## config.mk

```make
export PLATFORM = sky130hd
export DESIGN_NAME = escaped_length_frame_receiver_core_flat
export DESIGN_NICKNAME = d
export VERILOG_FILES = /design/src/hw/rtl/elfr_pkg.sv /design/src/hw/rtl/elfr_if.sv /design/src/hw/rtl/elfr_deframe.sv /design/src/hw/rtl/escaped_length_frame_receiver_core.sv /design/src/flat_wrapper.sv
export VERILOG_INCLUDE_DIRS = /design/src /design/src/hw/rtl
export SDC_FILE = /design/constraint.sdc
export NUM_CORES = 1
export LEC_CHECK = 0
export BUFFER_PORTS_ARGS = -buffer_cell sky130_fd_sc_hd__buf_2
export CAP_MARGIN = 15
export CORE_ASPECT_RATIO = 1.75
export CORE_MARGIN = 4
export CORE_UTILIZATION = 30
export CTS_CLUSTER_DIAMETER = 80
export DETAILED_ROUTE_END_ITERATION = 7
export PLACE_DENSITY = 0.56
export REMOVE_ABC_BUFFERS = 1
export SLEW_MARGIN = 20
export SYNTH_ARGS = -nofsm -noshare
export SYNTH_HDL_FRONTEND = slang
export SYNTH_SLANG_ARGS = --single-unit
```

## constraint.sdc

```tcl
create_clock -name clk -period 6.53 [get_ports clk]
set_input_delay 0.3265 -clock clk [delete_from_list [all_inputs] [get_ports clk]]
set_output_delay 0.3265 -clock clk [all_outputs]
set_load 0.05 [all_outputs]
```

## src/hw/rtl/escaped_length_frame_receiver_core_assert.svh

```systemverilog
// Assertion macros for the deframer RTL.
// The using module must have clk and rst_n in scope.
`ifndef ESCAPED_LENGTH_FRAME_RECEIVER_CORE_ASSERT_SVH
`define ESCAPED_LENGTH_FRAME_RECEIVER_CORE_ASSERT_SVH

// Same-cycle implication.
`define ELFR_ASSERT_NOW(label, ante, cons) \
    label: assert property (@(posedge clk) disable iff (!rst_n) (ante) |-> (cons)) \
        else $error("%m: assertion failed");

// Next-cycle implication.
`define ELFR_ASSERT_NEXT(label, ante, cons) \
    label: assert property (@(posedge clk) disable iff (!rst_n) (ante) |=> (cons)) \
        else $error("%m: assertion failed");

`endif

```

## src/hw/rtl/elfr_pkg.sv

```systemverilog
package elfr_pkg;

    localparam int COUNT_WIDTH = 13;   // raw/escape counters, raw_byte_count
    localparam int CFG_WIDTH   = 13;   // max_frame_bytes
    localparam int LEN_WIDTH   = 16;
    localparam int CMP_WIDTH   = 18;   // holds length + escapes + trailer

    localparam logic [7:0]           SYNC_BYTE     = 8'hFD;
    localparam logic [7:0]           ESC_BYTE      = 8'hFC;
    localparam logic [7:0]           ESC_FLAG      = 8'h80;
    localparam logic [2:0]           TRAILER_BYTES = 3'd5;
    localparam logic [CFG_WIDTH-1:0] MAX_FRAME_RST = CFG_WIDTH'(80);

    typedef enum logic [1:0] {
        ERR_NONE     = 2'd0,
        ERR_SYNC     = 2'd1,
        ERR_OVERFLOW = 2'd2
    } elfr_err_t;

    typedef struct packed {
        logic [7:0]             byte_out;
        logic                   accepted;
        logic                   frame_first;
        logic                   frame_last;
        elfr_err_t              error_code;
        logic [LEN_WIDTH-1:0]   message_length;
        logic [COUNT_WIDTH-1:0] raw_byte_count;
    } elfr_result_t;

endpackage

```

## src/hw/rtl/elfr_if.sv

```systemverilog
interface elfr_in_if;
    import elfr_pkg::*;

    logic       valid;
    logic       ready;
    logic [7:0] byte_in;

    modport source (output valid, output byte_in, input ready);
    modport sink   (input valid, input byte_in, output ready);
endinterface

interface elfr_out_if;
    import elfr_pkg::*;

    logic                   valid;
    logic                   ready;
    logic [7:0]             byte_out;
    logic                   accepted;
    logic                   frame_first;
    logic                   frame_last;
    logic [1:0]             error_code;
    logic [LEN_WIDTH-1:0]   message_length;
    logic [COUNT_WIDTH-1:0] raw_byte_count;

    modport source (output valid, output byte_out, output accepted, output frame_first,
                    output frame_last, output error_code, output message_length,
                    output raw_byte_count, input ready);
    modport sink   (input valid, input byte_out, input accepted, input frame_first,
                    input frame_last, input error_code, input message_length,
                    input raw_byte_count, output ready);
endinterface

```

## src/hw/rtl/elfr_deframe.sv

```systemverilog
// Frame state and per-word decode; state advances on step.
module elfr_deframe (
    input  logic                             clk,
    input  logic                             rst_n,
    input  logic                             step,
    input  logic [7:0]                       byte_in,
    input  logic [elfr_pkg::CFG_WIDTH-1:0]   max_frame_bytes,
    output elfr_pkg::elfr_result_t           result
);
    import elfr_pkg::*;

    logic                   in_frame_reg,       in_frame_next;
    logic [COUNT_WIDTH-1:0] raw_count_reg,      raw_count_next;
    logic [COUNT_WIDTH-1:0] escape_count_reg,   escape_count_next;
    logic                   escape_pending_reg, escape_pending_next;
    logic [LEN_WIDTH-1:0]   length_value_reg,   length_value_next;
    logic                   length_known_reg,   length_known_next;

    logic                   is_sync;
    logic                   is_esc;
    logic [COUNT_WIDTH-1:0] raw_inc;
    logic [COUNT_WIDTH-1:0] pos;
    logic [7:0]             len_byte;
    logic [CMP_WIDTH-1:0]   end_count;
    logic                   done;
    logic                   cut;

    assign is_sync  = (byte_in == SYNC_BYTE);
    assign is_esc   = (byte_in == ESC_BYTE);
    assign raw_inc  = raw_count_reg + COUNT_WIDTH'(1);
    assign pos      = raw_inc - escape_count_reg;   // escapes skip positions
    assign len_byte = byte_in | (escape_pending_reg ? ESC_FLAG : 8'h00);

    always_comb
    begin
        in_frame_next       = in_frame_reg;
        raw_count_next      = raw_count_reg;
        escape_count_next   = escape_count_reg;
        escape_pending_next = escape_pending_reg;
        length_value_next   = length_value_reg;
        length_known_next   = length_known_reg;

        end_count = '0;
        done      = 1'b0;
        cut       = 1'b0;

        result                = '0;
        result.byte_out       = byte_in;
        result.error_code     = ERR_NONE;

        if (!is_sync && !in_frame_reg)
        begin
            result.error_code = ERR_SYNC;
        end
        else
        begin
            if (is_sync)
            begin
                raw_count_next      = COUNT_WIDTH'(1);
                escape_count_next   = '0;
                escape_pending_next = 1'b0;
                length_value_next   = '0;
                length_known_next   = 1'b0;
            end
            else
            begin
                raw_count_next = raw_inc;
                if (is_esc)
                begin
                    escape_count_next   = escape_count_reg + COUNT_WIDTH'(1);
                    escape_pending_next = 1'b1;
                end
                else
                begin
                    escape_pending_next = 1'b0;
                    if (!length_known_reg)
                    begin
                        if (pos == COUNT_WIDTH'(2))
                        begin
                            length_value_next = {len_byte, 8'h00};
                        end
                        else if (pos == COUNT_WIDTH'(3))
                        begin
                            length_value_next = length_value_reg | {8'h00, len_byte};
                            length_known_next = 1'b1;
                        end
                    end
                end
            end

            end_count = CMP_WIDTH'(length_value_next) + CMP_WIDTH'(escape_count_next)
                      + CMP_WIDTH'(TRAILER_BYTES);
            done = !is_sync && length_known_next
                && (CMP_WIDTH'(raw_count_next) >= end_count);
            // cap is min(max_frame_bytes, all-ones count)
            cut  = (CMP_WIDTH'(raw_count_next) >= CMP_WIDTH'(max_frame_bytes))
                || (&raw_count_next);

            in_frame_next         = !(done || cut);
            result.accepted       = 1'b1;
            result.frame_first    = is_sync;
            result.frame_last     = done || cut;
            result.error_code     = (!done && cut) ? ERR_OVERFLOW : ERR_NONE;
            result.message_length = length_known_next ? length_value_next : '0;
            result.raw_byte_count = raw_count_next;
        end
    end

    always_ff @(posedge clk or negedge rst_n)
    begin
        if (!rst_n)
        begin
            in_frame_reg       <= 1'b0;
            raw_count_reg      <= '0;
            escape_count_reg   <= '0;
            escape_pending_reg <= 1'b0;
            length_value_reg   <= '0;
            length_known_reg   <= 1'b0;
        end
        else if (step)
        begin
            in_frame_reg       <= in_frame_next;
            raw_count_reg      <= raw_count_next;
            escape_count_reg   <= escape_count_next;
            escape_pending_reg <= escape_pending_next;
            length_value_reg   <= length_value_next;
            length_known_reg   <= length_known_next;
        end
    end

endmodule

```

## src/hw/rtl/escaped_length_frame_receiver_core.sv

```systemverilog
// Deframer for a serial byte stream: 0xFD opens (or reopens) a frame, 0xFC
// inside a frame is an escape that is counted and sets bit 7 of a following
// length byte, and the two length bytes (big-endian) set where the frame
// ends: raw count = length + escapes + 5. A frame that reaches
// max_frame_bytes raw bytes first is cut with an overflow code. Every input
// word gives exactly one result word, echoing the byte with its flags.
// Rate: one word per cycle sustained while neither side stalls. The input
// register takes the word; when the result register is free or draining,
// the decode and the frame state update land in the result register. The
// only loop is the frame state register, updated once per word. Both sides
// may stall freely; one more input word is still taken while a result waits.
// max_frame_bytes is written through cfg_wr_en/cfg_wr_data; the user must
// write it only when idle, and the block itself does not enforce this.
module escaped_length_frame_receiver_core (
    input  logic                           clk,
    input  logic                           rst_n,
    elfr_in_if.sink                        serial,
    elfr_out_if.source                     result,
    input  logic                           cfg_wr_en,
    input  logic [elfr_pkg::CFG_WIDTH-1:0] cfg_wr_data
);
    import elfr_pkg::*;

    `include "escaped_length_frame_receiver_core_assert.svh"

    // config register
    logic [CFG_WIDTH-1:0] max_frame_bytes_reg;

    // input register
    logic       in_valid_reg, in_valid_next;
    logic [7:0] in_byte_reg;

    // result register
    logic         out_valid_reg, out_valid_next;
    elfr_result_t out_res_reg;
    elfr_result_t step_res;

    logic advance;   // result register free or draining this cycle
    logic step;      // input word moves into the result register

    assign advance      = !out_valid_reg || result.ready;
    assign step         = in_valid_reg && advance;
    assign serial.ready = !in_valid_reg || advance;

    always_comb
    begin
        in_valid_next = in_valid_reg;
        if (serial.valid && serial.ready)
        begin
            in_valid_next = 1'b1;
        end
        else if (step)
        begin
            in_valid_next = 1'b0;
        end

        out_valid_next = out_valid_reg;
        if (advance)
        begin
            out_valid_next = in_valid_reg;
        end
    end

    elfr_deframe u_deframe (
        .clk             (clk),
        .rst_n           (rst_n),
        .step            (step),
        .byte_in         (in_byte_reg),
        .max_frame_bytes (max_frame_bytes_reg),
        .result          (step_res)
    );

    always_ff @(posedge clk or negedge rst_n)
    begin
        if (!rst_n)
        begin
            max_frame_bytes_reg <= MAX_FRAME_RST;
            in_valid_reg        <= 1'b0;
            out_valid_reg       <= 1'b0;
        end
        else
        begin
            if (cfg_wr_en)
            begin
                max_frame_bytes_reg <= cfg_wr_data;
            end
            in_valid_reg  <= in_valid_next;
            out_valid_reg <= out_valid_next;
        end
    end

    // payload, no reset
    always_ff @(posedge clk)
    begin
        if (serial.valid && serial.ready)
        begin
            in_byte_reg <= serial.byte_in;
        end
        if (step)
        begin
            out_res_reg <= step_res;
        end
    end

    assign result.valid          = out_valid_reg;
    assign result.byte_out       = out_res_reg.byte_out;
    assign result.accepted       = out_res_reg.accepted;
    assign result.frame_first    = out_res_reg.frame_first;
    assign result.frame_last     = out_res_reg.frame_last;
    assign result.error_code     = out_res_reg.error_code;
    assign result.message_length = out_res_reg.message_length;
    assign result.raw_byte_count = out_res_reg.raw_byte_count;

    // discarded words carry the sync error and no frame data
    `ELFR_ASSERT_NOW(a_discard_fields, out_valid_reg && !out_res_reg.accepted, out_res_reg.error_code == ERR_SYNC && out_res_reg.raw_byte_count == '0 && !out_res_reg.frame_last)
    // frame opener always counts as raw byte one
    `ELFR_ASSERT_NOW(a_first_count, out_valid_reg && out_res_reg.frame_first, out_res_reg.accepted && out_res_reg.raw_byte_count == COUNT_WIDTH'(1))
    // an overflow cut always closes the frame
    `ELFR_ASSERT_NOW(a_cut_closes, out_valid_reg && out_res_reg.error_code == ERR_OVERFLOW, out_res_reg.frame_last && out_res_reg.accepted)
    // a held input word is not dropped while the result side stalls
    `ELFR_ASSERT_NEXT(a_hold_input, in_valid_reg && !advance, in_valid_reg)

endmodule

```

## src/flat_wrapper.sv

```systemverilog
// flat-port wrapper written by rule: the top's interface ports become plain ports
module escaped_length_frame_receiver_core_flat import elfr_pkg::*;
  (clk, rst_n, cfg_wr_en, cfg_wr_data, serial_valid, serial_byte_in, serial_ready, result_valid, result_byte_out, result_accepted, result_frame_first, result_frame_last, result_error_code, result_message_length, result_raw_byte_count, result_ready);
  elfr_in_if serial_i ();
  elfr_out_if result_i ();
  input  logic clk;
  input  logic rst_n;
  input  logic cfg_wr_en;
  input  logic [elfr_pkg::CFG_WIDTH-1:0] cfg_wr_data;
  input wire logic [$bits(serial_i.valid)-1:0] serial_valid;
  input wire logic [$bits(serial_i.byte_in)-1:0] serial_byte_in;
  output wire logic [$bits(serial_i.ready)-1:0] serial_ready;
  output wire logic [$bits(result_i.valid)-1:0] result_valid;
  output wire logic [$bits(result_i.byte_out)-1:0] result_byte_out;
  output wire logic [$bits(result_i.accepted)-1:0] result_accepted;
  output wire logic [$bits(result_i.frame_first)-1:0] result_frame_first;
  output wire logic [$bits(result_i.frame_last)-1:0] result_frame_last;
  output wire logic [$bits(result_i.error_code)-1:0] result_error_code;
  output wire logic [$bits(result_i.message_length)-1:0] result_message_length;
  output wire logic [$bits(result_i.raw_byte_count)-1:0] result_raw_byte_count;
  input wire logic [$bits(result_i.ready)-1:0] result_ready;
  assign serial_i.valid = serial_valid;
  assign serial_i.byte_in = serial_byte_in;
  assign serial_ready = serial_i.ready;
  assign result_valid = result_i.valid;
  assign result_byte_out = result_i.byte_out;
  assign result_accepted = result_i.accepted;
  assign result_frame_first = result_i.frame_first;
  assign result_frame_last = result_i.frame_last;
  assign result_error_code = result_i.error_code;
  assign result_message_length = result_i.message_length;
  assign result_raw_byte_count = result_i.raw_byte_count;
  assign result_i.ready = result_ready;
  escaped_length_frame_receiver_core u_core (.clk(clk), .rst_n(rst_n), .serial(serial_i), .result(result_i), .cfg_wr_en(cfg_wr_en), .cfg_wr_data(cfg_wr_data));
endmodule
```

Word-level counts from Yosys, hierarchy flattened
Index checks and enable logic that the tools add are counted.
- register bits after elaboration: 110
- bits in latches: 0
- bits in writable memories: 0
- ROM bits: 0
- bits of input ports: 26
- output and inout bits: 44
- word-level logic and storage cells: 76
- memories kept: 0
- add/subtract/negate cells: 5
- multiply operators: 0
- div/mod/pow operators: 0
- order comparisons: 2
- eq/ne operators: 4
- shifts and indexed selects: 0
- mux-type cells: 24
- bitwise gates (word level): 4
- reductions and logical operators: 20
- operator list (operator ; number):
    $mux W16 ; 6
    $mux W13 ; 5
    $add A13 B1 Y13 const B ; 2
    $eq A13 B2 Y1 const B ; 2
    $add A17 B3 Y18 const B ; 1
    $ge A13 B18 Y1 ; 1
    $add A16 B13 Y17 ; 1
    $eq A8 B8 Y1 const B ; 2
    $or A16 B8 Y16 ; 1
    $ge A13 B13 Y1 ; 1
    $reduce_and A13 Y1 ; 1
    $sub A13 B13 Y13 ; 1
    $mux W1 ; 10
    $mux W8 ; 1
    $or A8 B8 Y8 ; 1
    $logic_and A1 B1 Y1 ; 6
    $logic_not A1 Y1 ; 6
    $logic_or A1 B1 Y1 ; 4
    $mux W3 ; 1
    $mux W2 ; 1
    $not A1 Y1 ; 2
    $reduce_and A2 Y1 ; 1
    $reduce_bool A2 Y1 ; 1
    $reduce_or A2 Y1 ; 1

Depth between registers and ports, before layout
Gate-level depths: netlist of the first run.
- depth after elaboration: 16
- depth in mapped cells: 33
- mapped depth without buffers: 32

Cells and area by module
A second synthesis of the first run with hierarchy kept.
- cells, all modules: 724
- area total of the unflattened synthesis: 7141.8 um^2
- by module, submodules not included (module ; instances ; cells each ; area each (um^2)):
    elfr_deframe ; 1 ; 639 ; 5028.6
    escaped_length_frame_receiver_core ; 1 ; 85 ; 2113.3

Worst setup path before layout of the first run
OpenSTA, ideal clock, no wires.
- path type: register to register
- start: reg u_core.u_deframe.raw_count_reg[0]
- end: reg u_core.out_res_reg, in the netlist u_core.result.frame_last, data pin
- arrival: 6.310 ns
- path slack: -0.038 ns
- cell stages (with the launch flop): 33
- path buffers: 1
- period minus slack after synthesis: 6.568 ns
- path through: dfrtp_1 > ha_1 > nand3_2 > nor2_1 > xnor2_1 > inv_1 > ha_1 > nand2_1 > o21ai_1 > mux2_2 > a2111oi_1 > o2111ai_2 > or3_4 > o21ai_4 > buf_6 > nor2_1 > ha_1 > ha_1 > inv_1 > fa_1 > nor2b_1 > o21ai_0 > a21o_1 > nand2b_1 > xnor2_1 > ha_1 > a21o_1 > a211o_1 > a41oi_1 > o21ai_0 > o2111ai_1 > a21oi_2 > o221a_1
- word-level cells in the longest chain between the ends: 14
- elaborated cells between the ends (all ways): 27
- ends and longest elaborated chain (item ; RTL line ; text):
    from (decl) ; elfr_deframe.sv:13 ; logic [COUNT_WIDTH-1:0] raw_count_reg, raw_count_next;
    from (signal assigned) ; elfr_deframe.sv:123 ; raw_count_reg <= raw_count_next;
    $add A13 B1 Y13 (*) ; elfr_deframe.sv:30 ; assign raw_inc = raw_count_reg + COUNT_WIDTH'(1);
    $sub A13 B13 Y13 ; elfr_deframe.sv:31 ; assign pos = raw_inc - escape_count_reg;
    $eq A13 B2 Y1 ; elfr_deframe.sv:82 ; else if (pos == COUNT_WIDTH'(3))
    $mux W16 ; elfr_deframe.sv:82 ;
    $mux W16 ; elfr_deframe.sv:78 ; if (pos == COUNT_WIDTH'(2))
    $mux W16 ; elfr_deframe.sv:76 ; if (!length_known_reg)
    $mux W16 ; elfr_deframe.sv:68 ; if (is_esc)
    $mux W16 ; elfr_deframe.sv:57 ; if (is_sync)
    $mux W16 ; elfr_deframe.sv:51 ; if (!is_sync && !in_frame_reg)
    $add A16 B13 Y17 ; elfr_deframe.sv:91 ; end_count = CMP_WIDTH'(length_value_next) + CMP_WIDTH'(escape_count_next)
    $add A17 B3 Y18 ; elfr_deframe.sv:92 ; + CMP_WIDTH'(TRAILER_BYTES);
    $ge A13 B18 Y1 ; elfr_deframe.sv:94 ; && (CMP_WIDTH'(raw_count_next) >= end_count);
    $logic_and A1 B1 Y1 ; elfr_deframe.sv:94 ;
    $logic_or A1 B1 Y1 (*) ; elfr_deframe.sv:102 ; result.frame_last = done || cut;
    to (signal assigned) ; escaped_length_frame_receiver_core.sv:101 ; out_res_reg <= step_res;
    to (decl) ; escaped_length_frame_receiver_core.sv:35 ; elfr_result_t out_res_reg;
Every way passes the cells marked *; elsewhere a longest branch is shown, timed or not. The select of a mux whose other input is x is not followed.
A chain may end at the register's enable or synchronous reset.

Worst setup path after layout of the first run
- start: reg u_core.u_deframe.raw_count_reg[1]
- end: reg u_core.out_res_reg, in the netlist u_core.result.frame_last, data pin
Same word-level chain as after synthesis.

==> results of run 1 <==
[worst max-delay path by stage]
stage	start	end	slack [ps]	depth (start not counted)
5_1_grt	u_core.u_deframe.raw_count_reg[1]$_DFFE_PN0P_	u_core.result.frame_last$_SDFFCE_PP0P_	-210	33
4_1_cts	u_core.u_deframe.raw_count_reg[0]$_DFFE_PN0P_	u_core.result.frame_last$_SDFFCE_PP0P_	-70	33
3_3_place_gp	u_core.u_deframe.raw_count_reg[0]$_DFFE_PN0P_	u_core.result.frame_last$_SDFFCE_PP0P_	-340	32
6_report	u_core.u_deframe.raw_count_reg[1]$_DFFE_PN0P_	u_core.result.frame_last$_SDFFCE_PP0P_	110	32
2_1_floorplan	u_core.u_deframe.raw_count_reg[0]$_DFFE_PN0P_	u_core.result.frame_last$_SDFFCE_PP0P_	-190	32
3_5_place_dp	u_core.u_deframe.raw_count_reg[0]$_DFFE_PN0P_	u_core.result.frame_last$_SDFFCE_PP0P_	-430	32
[logic make-up (layout without fill, tap and decap cells)]
kind of cell / after synthesis / in the layout
xor gates and xnor gates: 34 / 34
muxes: 16 / 16
and+or+nand+nor: 240 / 240
AOI/OAI and AO/OA: 161 / 161
adders and majority gates: 68 / 68
buffers and inverters: 71 / 274
DFF: 110 / 110
[metal layers]
layer | vias to the layer above | global-route usage [%] | wire length, um
li1 | 2922 | - | -
met1 | 2844 | 16.3 | 7390
met2 | 88 | 32.3 | 12100
met3 | 51 | 2.22 | 490
met4 | 0 | 10.9 | 1170
met5 | - | 0 | 0
[layout make-up]
cell class                 count  area, sq um  share of cell area (%)
tap                          300          375                    4.01
clock buffer                   9          225                    2.41
inverter                      48          180                    1.92
multi-input combinational    519         4040                    43.1
clock inverter                 7         86.3                   0.922
sequential                   110         3010                    32.1
timing repair buffer         210         1450                    15.5
[cells in the mapped netlist (13+ instances only)]
cell type | n | area share, %
clkbuf_1 | 15 | 0.81
ha_1 | 66 | 12
xnor2_1 | 22 | 2.8
o21ai_0 | 44 | 3.2
a21o_1 | 14 | 1.5
a31oi_1 | 13 | 1.2
a21oi_1 | 42 | 3.0
inv_1 | 48 | 2.6
nor2_1 | 68 | 3.7
nor3_1 | 20 | 1.4
edfxtp_1 | 50 | 22
nand2_1 | 62 | 3.4
dfrtp_1 | 58 | 21
[report_power, final]
part,total (mW),switching (mW),internal (mW)
sequential,0.821,0.0342,0.787
clock,0.584,0.304,0.280
combinational,0.882,0.499,0.384
total,2.29,0.837,1.45
[stage by stage]
step           utilization (%)  setup slack, ps  cell area [sq um]
2_1_floorplan                -             -192               6790
3_3_place_gp              37.3             -340               8470
3_5_place_dp              37.3             -433               8470
4_1_cts                   39.8            -74.2               9060
5_1_grt                   41.2             -211               9360
6_report                  41.2              110               9360
[timing repair]
item | in CTS | in global routing
setup endpoints to repair | 3 | 3
gates resized for setup | 39 | 49
setup buffers | 8 | 8
pin swaps | 10 | 24
[critical path, delay by kind of cell, from the launching register on]
| family | cells | cell delay (ps) |
|---|---|---|
| adder cells (fa/ha/maj) | 4 | 1160 |
| AO/OA/AOI/OAI | 12 | 2060 |
| XOR/XNOR | 2 | 270 |
| multiplexers | 1 | 270 |
| flip-flops | 1 | 410 |
| buffers and inverters | 5 | 630 |
| AND/OR/NAND/NOR | 8 | 1360 |
==> summary.txt, run 1 <==
Synth
  – Ys async rst share: 54.5%
  – Mux share of post-synthesis cell area: 2.46%
  – Post-Syn Area: 6910 sq um
  – Largest family of logic cells by synthesized area: simple AND/OR/NAND/NOR gates
  – Register area share after synthesis: 43.5%
  – Xor and xnor fraction of the mapped netlist area: 4.42%
  – YS warnings: 0
  – Distinct cells, synth: 67
  – Post-Syn Instances: 700
  – Syn_area_per_cell: 9.87 sq um
  – Number of synthesized flops with an enable pin: 50
  – Flops & latches, synth: 110
  – Simple-Gate Fraction of Synth Area: 17.8%
  – Synth Area in Adders: 12.5%
  – Synth Area in Compound Gates: 15.0%
  – Predominant post-synthesis flop cell: dfrtp_1

Setup path
  – Slowest CP cell: dfrtp_1
  – Req. time, crit path: 6660 ps
  – R2R Setup Slk: 110 ps
  – Worst setup SP type: register
  – Crit Path Category: reg -> reg
  – Crit end category: register
  – Critical Path Fanout Max: 4
  – R2R depth: 32
  – Worst path arrival time: 6550 ps
  – FF-to-FF End: u_core.result.frame_last$_SDFFCE_PP0P_
  – Critical R2R Launch: u_core.u_deframe.raw_count_reg[1]$_DFFE_PN0P_
  – Max incr delay on CP: 410 ps

Power and ir drop
  – Peak supply drop: 117 uV
  – Leakage Power: 4.28 nW
  – Total power: 2.29 mW
  – Power density cells: 244 nW/um^2

Clocking
  – Clock sink count: 110
  – CTS Buf Count: 9
  – Cts hold-fix bufs: 0
  – CTS H-tree depth: 3
  – CTS tree: built
  – Worst skew pair latency: 380 ps
  – CTS Root Cell: clkbuf_16
  – Clk buf depth: 2
  – CTS clk-pin slew, worst paths: 80 ps

Timing
  – Total negative slack: 0 ps
  – Final Hold Vio Count: 0
  – Fmax: 0.156 GHz
  – Rel. slew slack: 29.7%
  – Max Clock Skew: 11.2 ps
  – Min Hold Slack: 112 ps
  – Slew Viols, Final: 0
  – RSZ-0062 raised after global routing: yes
  – Min cycle time layout: 6420 ps
  – Fin crit share: 98.3%
  – Slew @ Worst Pin: 1050 ps
  – Final number of setup-violating endpoints: 0

Routing
  – DR pass1 iterations: 4
  – Drt via density: 4.91
  – DRC violations left: 0
  – Initial DRC count: 276
  – Total vias in the final route: 5905
  – Post-Route WL: 21.2 mm
  – Antenna-violating nets left: 0
  – Routed wire per std cell: 17.6 um

Global routing
  – Gr ovfl total: 0
  – Total GRT Usage: 16.9%
  – Global-route wire length before repair: 32.7 mm
  – Antenna violations before repair: 0
  – Pin count of the biggest net entering global routing: 61
  – Vias in the first global route: 6185

Layout
  – Post-Layout Cell Count: 1203
  – Inserted Diodes: 0
  – Fill cell count: 2247
  – Area growth syn-to-layout: 35.5%
  – Commonest non-fill, non-tap cell in the layout: buf_4
  – Share of layout cells above drive strength 1: 35.9%
  – Commonest cells after routing, fill and taps aside: buf_4 (134), buf_2 (69), nand2_1 (62), nor2_1 (62), dfrtp_1 (56)
  – Final nets: 992

Placement
  – Placed cells: 1172
  – Final HPWL DP: 16.5 mm
  – Routability Congestion: 0.845
  – Buffers on Ports: 69

Floorplanning
  – Chip Height: 209 um
  – Full die area: 25600 sq um
  – Chip Width: 123 um
  – Core ar.: 22700 sq um
  – Num ports: 70
  – Initial Util: 30.4%
  – Num rows: 73

Flow run
  – Maxcap violations: 0

Min path
  – Hold Crit Class: in -> async

Status
  – Outcome: finished, final reports clean
No activity file was read; power rests on OpenSTA's default activity.
==> run 2: changes to the inputs <==
--- a/config.mk
+++ b/config.mk
@@ -6,6 +6,7 @@
 export SDC_FILE = /design/constraint.sdc
 export NUM_CORES = 1
 export LEC_CHECK = 0
+export ABC_AREA = 1
 export BUFFER_PORTS_ARGS = -buffer_cell sky130_fd_sc_hd__buf_2
 export CAP_MARGIN = 15
 export CORE_ASPECT_RATIO = 1.75
==> run 2 against run 1 <==
Against the previous run: sequential share of layout area rose by 3.5 points; combinational power fell by 47%; cell area fell by 9.9%; synthesized cell count rose by 27%; worst hold slack improved by 15 ps; register-to-register slack improved by 330 ps; power fell by 16%; critical endpoint is now u_core.result.error_code[1]$_SDFFCE_PP0P_; core utilization fell by 5.3 points; clock power rose by 8.6%; setup slack improved by 330 ps; via count rose by 2.3%; fmax rose by 5.4%.
==> summary.txt, run 2 <==
Routing
  – Initial DRC count: 327 (+18%)
  – Post-Route WL: 20.1 mm (-5.0%)
  – Antenna-violating nets left: 0 (unchanged)
  – DR pass1 iterations: 5 (+1)
  – Total vias in the final route: 6043 (+2.3%)
  – Routed wire per std cell: 15.8 um (-10%)
  – Drt via density: 4.74 (-3.4%)
  – DRC violations left: 0 (unchanged)

Timing
  – Min cycle time layout: 6090 ps (-329 ps)
  – Fin crit share: 93.3% (-5.0 points)
  – Final Hold Vio Count: 0 (unchanged)
  – Final number of setup-violating endpoints: 0 (unchanged)
  – Min Hold Slack: 127 ps (+14.8 ps)
  – Slew @ Worst Pin: 1000 ps (-50.7 ps)
  – Max Clock Skew: 12.0 ps (+0.734 ps)
  – Slew Viols, Final: 0 (unchanged)
  – Rel. slew slack: 33.2% (+3.5 points)
  – Fmax: 0.164 GHz (+5.4%)
  – Total negative slack: 0 ps (unchanged)

Setup path
  – R2R depth: 42 (+31%)
  – Worst path arrival time: 6220 ps (-330 ps)
  – Critical R2R Launch: u_core.u_deframe.raw_count_reg[0]$_DFFE_PN0P_
  – Crit end category: register
  – Crit Path Category: reg -> reg
  – Worst path buffer plus inverter count: 7 (+2)
  – FF-to-FF End: u_core.result.error_code[1]$_SDFFCE_PP0P_
  – Req. time, crit path: 6660 ps (about the same)
  – Critical Path Sink: u_core.result.error_code[1]$_SDFFCE_PP0P_
  – Crit path top cell by count: inv_1
  – R2R Setup Slk: 440 ps (+330 ps)
  – Largest delay share family, worst path: simple AND/OR/NAND/NOR gates
  – Critical Path Fanout Max: 6 (+2)
  – Slowest CP cell: dfrtp_1
  – Critical path depth in cells: 42 (+31%)
  – Critical path startpoint: u_core.u_deframe.raw_count_reg[0]$_DFFE_PN0P_
  – Max incr delay on CP: 420 ps (about the same)
  – Worst setup SP type: register

Global routing
  – Gr ovfl total: 0 (unchanged)
  – Total GRT Usage: 15.2% (-1.7 points)
  – Vias in the first global route: 6056 (-2.1%)
  – Global-route wire length before repair: 31.7 mm (-3.2%)
  – Pin count of the biggest net entering global routing: 61 (unchanged)
  – Antenna violations before repair: 0 (unchanged)

Clocking
  – CTS clk-pin slew, worst paths: 80 ps (about the same)
  – Worst skew pair latency: 370 ps (about the same)
  – CTS H-tree depth: 3 (unchanged)
  – CTS Root Cell: clkbuf_16
  – CTS tree: built
  – CTS Buf Count: 9 (unchanged)
  – Clk buf depth: 2 (unchanged)
  – Clock sink count: 110 (unchanged)

Layout
  – Final nets: 1059 (+6.8%)
  – Inserted Diodes: 0 (unchanged)
  – Share of layout cells above drive strength 1: 18.1% (-18 points)
  – Commonest non-fill, non-tap cell in the layout: nand2_1
  – Commonest cells after routing, fill and taps aside: nand2_1 (204), inv_1 (139), nor2_1 (74), buf_2 (69), ha_1 (59)
  – Area growth syn-to-layout: 17.4%
  – Final Instance Area: 8440 sq um (-9.9%)

Floorplanning
  – Initial Util: 30.6% (+0.17 points)
  – Chip Width: 125 um (+1.8%)
  – Num ports: 70 (unchanged)
  – Full die area: 26600 sq um (+3.8%)
  – Num rows: 74 (+1.4%)
  – Chip Height: 213 um (+1.9%)
  – Core ar.: 23500 sq um (+3.4%)

Synth
  – Dominant cell by count in the synthesized netlist: nand2_1
  – Top cell types by occurrence after synthesis: nand2_1 (209), inv_1 (141), nor2_1 (82)
  – YS warnings: 0 (unchanged)
  – Predominant post-synthesis flop cell: dfrtp_1
  – Register area share after synthesis: 41.8% (-1.7 points)
  – Syn_area_per_cell: 8.09 sq um (-18%)
  – Area contributors post-synth: edfxtp_1 (21%), dfrtp_1 (20%), ha_1 (11%)
  – Distinct cells, synth: 45 (-33%)
  – Area share of the largest cell type after synthesis: 20.9% (-0.83 points)
  – Post-Syn Area: 7190 sq um (+4.0%)
  – Flops & latches, synth: 110 (unchanged)
  – Ys async rst share: 54.5% (unchanged)
  – Cell taking the most area after synthesis: edfxtp_1
  – Post-Syn Instances: 888 (+27%)
  – Number of synthesized flops with an enable pin: 50 (unchanged)

Status
  – Outcome: finished, final reports clean

Placement
  – Final HPWL DP: 15.6 mm (-5.7%)
  – Routability Congestion: 0.901 (+6.6%)
  – Placed cell area: 7860 sq um (-7.2%)
  – Buffers on Ports: 69 (unchanged)

Power and ir drop
  – Leakage Power: 4.13 nW (-3.5%)
  – Total power: 1.91 mW (-16%)
  – Peak supply drop: 224 uV (+91%)
  – Power density cells: 227 nW/um^2 (-7.3%)

Min path
  – Hold Crit Class: in -> async

Flow run
  – Maxcap violations: 0 (unchanged)
## run 2: cell types whose count changed in the layout (fill, tap and decap cells not counted), sizes merged, moves of 9 or more
cell    change
a21o        -9
a21oi      -12
a31oi      -13
and3       -11
buf       -129
inv        +97
nand2     +157
nand2b     -10
nand3      +32
nand4      +11
nor2       +22
o21ai      +18
xnor2      -16
## run 2: repair_timing
item                                   CTS  global route
setup endpoints to repair                0             3
endpoints found under the hold margin    0             0
buffers inserted                         0             9
gates resized for setup                  0            39
hold buffers                             0             0
## run 2: cell families (layout without fill, tap and decap cells)
| group | count (synthesis) | in the layout | share of synthesized area, % |
|---|---|---|---|
| DFF | 110 | 110 | 41.8 |
| xor gates and xnor gates | 18 | 18 | 2.19 |
| buffers and inverters | 166 | 248 | 8.92 |
| and+or+nand+nor | 403 | 403 | 25.2 |
| muxes | 1 | 1 | 0.157 |
| AOI/OAI and AO/OA | 122 | 122 | 9.61 |
| adders and majority gates | 68 | 68 | 12.0 |
## run 2: worst min-delay path by stage
stage	from	endpoint	slack (ps)	depth (start not counted)
global route	serial_byte_in[6]	u_core.in_byte_reg[6]$_DFFE_PP_	120	1
global placement	u_core.u_deframe.length_value_reg[3]$_DFFE_PN0P_	u_core.u_deframe.length_value_reg[3]$_DFFE_PN0P_	470	2
floorplan	rst_n	u_core.in_valid_reg$_DFFE_PN0P_	30	0
finish	rst_n	u_core.u_deframe.length_value_reg[10]$_DFFE_PN0P_	130	2
detailed placement	u_core.u_deframe.length_value_reg[3]$_DFFE_PN0P_	u_core.u_deframe.length_value_reg[3]$_DFFE_PN0P_	470	2
CTS	serial_byte_in[1]	u_core.in_byte_reg[1]$_DFFE_PP_	130	1
## run 2: area by class of cell
cell class | instances | area [sq um]
flip-flops and latches | 110 | 3010
well taps | 304 | 380
inverters | 151 | 567
clock inverters | 7 | 115
fillers | 2524 | 15100
repair buffers | 81 | 435
multi-input cells | 612 | 3710
clock buffers | 9 | 225
## run 2: through the flow
step           std cells  util (%)  worst slack (ps)
6_report            1274      35.9               439
3_3_place_gp        1249      33.4               239
4_1_cts             1265      34.9              64.9
3_5_place_dp        1249      33.4              82.2
5_1_grt             1274      35.9             -13.6
2_1_floorplan        873         -               837
## run 2: power by group
part | leakage (nW) | switching (mW) | internal [mW] | total, mW
logic | 2.75 | 0.335 | 0.131 | 0.466
registers | 1.22 | 0.0269 | 0.785 | 0.812
clock network | 0.166 | 0.288 | 0.346 | 0.634
## run 2: worst register-to-register path, delay by kind of cell (launching register included)
| family | cells | cell delay [ps] |
|---|---|---|
| fa+ha+maj | 6 | 1570 |
| compound gates | 4 | 570 |
| buf+inv | 7 | 540 |
| xor+xnor | 2 | 320 |
| simple gates | 23 | 2490 |
| flops | 1 | 420 |
## run 2: layer usage
layer / up-vias / track usage [%] / part of all wire (%)
met5: - / 0 / 0
met4: 0 / 8.20 / 5.4
met3: 54 / 1.95 / 2.7
met2: 132 / 28.8 / 54
met1: 2794 / 16.2 / 38
li1: 3063 / - / -
==> run 3: changes to the inputs <==
--- a/config.mk
+++ b/config.mk
@@ -14,8 +14,9 @@
 export CORE_UTILIZATION = 30
 export CTS_CLUSTER_DIAMETER = 80
 export DETAILED_ROUTE_END_ITERATION = 7
-export PLACE_DENSITY = 0.56
+export PLACE_DENSITY = 0.54
 export REMOVE_ABC_BUFFERS = 1
+export SKIP_CTS_REPAIR_TIMING = 1
 export SLEW_MARGIN = 20
 export SYNTH_ARGS = -nofsm -noshare
 export SYNTH_HDL_FRONTEND = slang
==> constraint.sdc (replaced) <==
create_clock -name clk -period 6.48 [get_ports clk]
set_input_delay 0.324 -clock clk [delete_from_list [all_inputs] [get_ports clk]]
set_output_delay 0.324 -clock clk [all_outputs]
set_load 0.05 [all_outputs]
==> run 3 against run 2 <==
Against the previous run: non-clock buffer count is 2 higher; first-iteration DRC count is 34% lower; via count hardly changed; critical path type unchanged.
==> summary.txt, run 3 (synthesized netlist as in run 2, its figures left out) <==
Global routing
  – Vias in the first global route: 6034 (-0.36%)
  – Global-route wire length before repair: 31.8 mm (+0.33%)
  – Gr ovfl total: 0 (unchanged)
  – Total GRT Usage: 15.2% (+0.054 points)
  – Pin count of the biggest net entering global routing: 61 (unchanged)
  – Antenna violations before repair: 0 (unchanged)

Floorplanning
  – Initial Util: 30.6% (unchanged)
  – Chip Width: 125 um (unchanged)
  – Num ports: 70 (unchanged)
  – Full die area: 26600 sq um (unchanged)
  – Core ar.: 23500 sq um (unchanged)
  – Num rows: 74 (unchanged)
  – Chip Height: 213 um (unchanged)

Layout
  – Commonest cells after routing, fill and taps aside: nand2_1 (204), inv_1 (138), nor2_1 (74), buf_2 (69), ha_1 (57)
  – Final core occ: 35.9% (+0.053 points)
  – Area growth syn-to-layout: 17.6%
  – Share of layout cells above drive strength 1: 18.8% (+0.68 points)
  – Post-Layout Cell Count: 1276 (+0.16%)
  – Inserted Diodes: 0 (unchanged)
  – Fill cell count: 2537 (+0.52%)
  – Final nets: 1061 (+0.19%)
  – Commonest non-fill, non-tap cell in the layout: nand2_1

Placement
  – Final HPWL DP: 15.6 mm (-0.10%)
  – Buffers on Ports: 69 (unchanged)
  – Worst slack, placed: 89.0 ps (+6.75 ps)
  – Placed cells: 1250 (+0.080%)
  – Routability Congestion: 0.895 (-0.63%)

Timing
  – Final Hold Vio Count: 0 (unchanged)
  – Fin crit share: 94.4% (+1.1 points)
  – Fmax: 0.163 GHz (-0.43%)
  – Slew Viols, Final: 0 (unchanged)
  – Slew @ Worst Pin: 931 ps (-70.9 ps)
  – Final number of setup-violating endpoints: 0 (unchanged)
  – Rel. slew slack: 37.9% (+4.7 points)
  – Min Hold Slack: 139 ps (+11.6 ps)
  – Setup slack after layout: 363 ps (-76.3 ps)
  – Min cycle time layout: 6120 ps (+26.3 ps)
  – Max Clock Skew: 6.26 ps (-5.70 ps)

Status
  – Outcome: finished, final reports clean

Power and ir drop
  – Leakage Power: 4.13 nW (-0.13%)
  – Power density cells: 218 nW/um^2 (-3.6%)
  – Peak supply drop: 191 uV (-15%)

Routing
  – Initial DRC count: 215 (-34%)
  – DRC violations left: 0 (unchanged)
  – Routed wire per std cell: 15.8 um (+0.17%)
  – Antenna-violating nets left: 0 (unchanged)
  – Drt via density: 4.73 (-0.22%)
  – Post-Route WL: 20.2 mm (+0.32%)
  – DR pass1 iterations: 5 (unchanged)
  – Total vias in the final route: 6039 (-0.066%)

Clocking
  – Clock sink count: 110 (unchanged)
  – CTS tree: built
  – Clk buf depth: 2 (unchanged)
  – CTS H-tree depth: 3 (unchanged)
  – Worst skew pair latency: 360 ps (about the same)
  – CTS Buf Count: 9 (unchanged)
  – CTS clk-pin slew, worst paths: 80 ps (about the same)
  – CTS Root Cell: clkbuf_16

Setup path
  – Slowest CP cell: dfrtp_1
  – Max incr delay on CP: 410 ps (about the same)
  – Crit Path Category: reg -> reg
  – Crit path top cell by count: nand2_1
  – Worst setup SP type: register
  – Worst path arrival time: 6240 ps (+20 ps)
  – Critical Path Fanout Max: 6 (unchanged)
  – Crit end category: register
  – Req. time, crit path: 6600 ps (-60 ps)

Min path
  – Hold Crit Class: in -> reg

Flow run
  – Maxcap violations: 0 (unchanged)
==> run 3: changes by cell type in the layout (fill, tap and decap cells not counted), moves of 2 or more <==
| cell | previous run | this run |
|---|---|---|
| bufinv_16 | 2 | 0 |
| a21oi_2 | 5 | 3 |
| clkinvlp_4 | 0 | 2 |
| a21oi_1 | 28 | 30 |
| buf_4 | 12 | 14 |
| inv_6 | 2 | 0 |
| ha_1 | 59 | 57 |
| inv_8 | 0 | 3 |
==> run 3: worst max-delay path: cells and delay by family (launching register included) <==
kind / cells / cell delay, ps
buffers and inverters: 7 / 570
adders and majority gates: 5 / 1350
AOI/OAI and AO/OA: 5 / 860
DFF: 1 / 410
and+or+nand+nor: 24 / 2410
xor gates and xnor gates: 2 / 320
==> run 3: routing by layer <==
layer	track usage (%)	wire, um
met5	0	0
met2	30.0	11300
met4	6.36	685
met3	2.05	482
met1	16.1	7690
==> run 3: path summary, 6_finish.rpt <==
path                                                                from                                           endpoint  slack, ps  depth (start not counted)
max                        u_core.u_deframe.raw_count_reg[1]$_DFFE_PN0P_          u_core.result.error_code[1]$_SDFFCE_PP0P_        360                         43
min                                                    serial_byte_in[3]                    u_core.in_byte_reg[3]$_DFFE_PP_        140                          1
max reg2reg                u_core.u_deframe.raw_count_reg[1]$_DFFE_PN0P_          u_core.result.error_code[1]$_SDFFCE_PP0P_        360                         43
min reg2reg                    u_core.max_frame_bytes_reg[4]$_DFFE_PN1P_          u_core.max_frame_bytes_reg[4]$_DFFE_PN1P_        490                          2
max in group asynchronous                                          rst_n      u_core.u_deframe.raw_count_reg[0]$_DFFE_PN0P_       5700                          2
min in group asynchronous                                          rst_n  u_core.u_deframe.length_value_reg[11]$_DFFE_PN0P_        160                          2
==> run 3: power by group <==
| group | internal (mW) | switching, mW | leakage [nW] | total, mW |
|---|---|---|---|---|
| registers | 0.791 | 0.0271 | 1.22 | 0.818 |
| clock network | 0.274 | 0.289 | 0.140 | 0.562 |
| logic | 0.129 | 0.335 | 2.77 | 0.465 |
| total | 1.19 | 0.651 | 4.13 | 1.85 |
==> run 3: per-stage QoR <==
stage / power, mW / cell area [sq um] / TNS (ps)
3_5_place_dp: 1.28 / 7870 / 0
6_report: 1.85 / 8450 / 0
4_1_cts: 1.85 / 8170 / 0
5_1_grt: 1.95 / 8450 / -29.7
3_3_place_gp: 1.28 / 7870 / 0
2_1_floorplan: 1.15 / 7110 / 0
==> run 3: cell type report <==
type / instances / area (sq um) / share of cell area, %
clock buffer: 9 / 225 / 2.67
clock inverter: 7 / 73.8 / 0.874
inverter: 151 / 568 / 6.72
multi-input combinational: 612 / 3740 / 44.3
sequential: 110 / 3010 / 35.6
tap: 304 / 380 / 4.50
timing repair buffer: 83 / 450 / 5.33
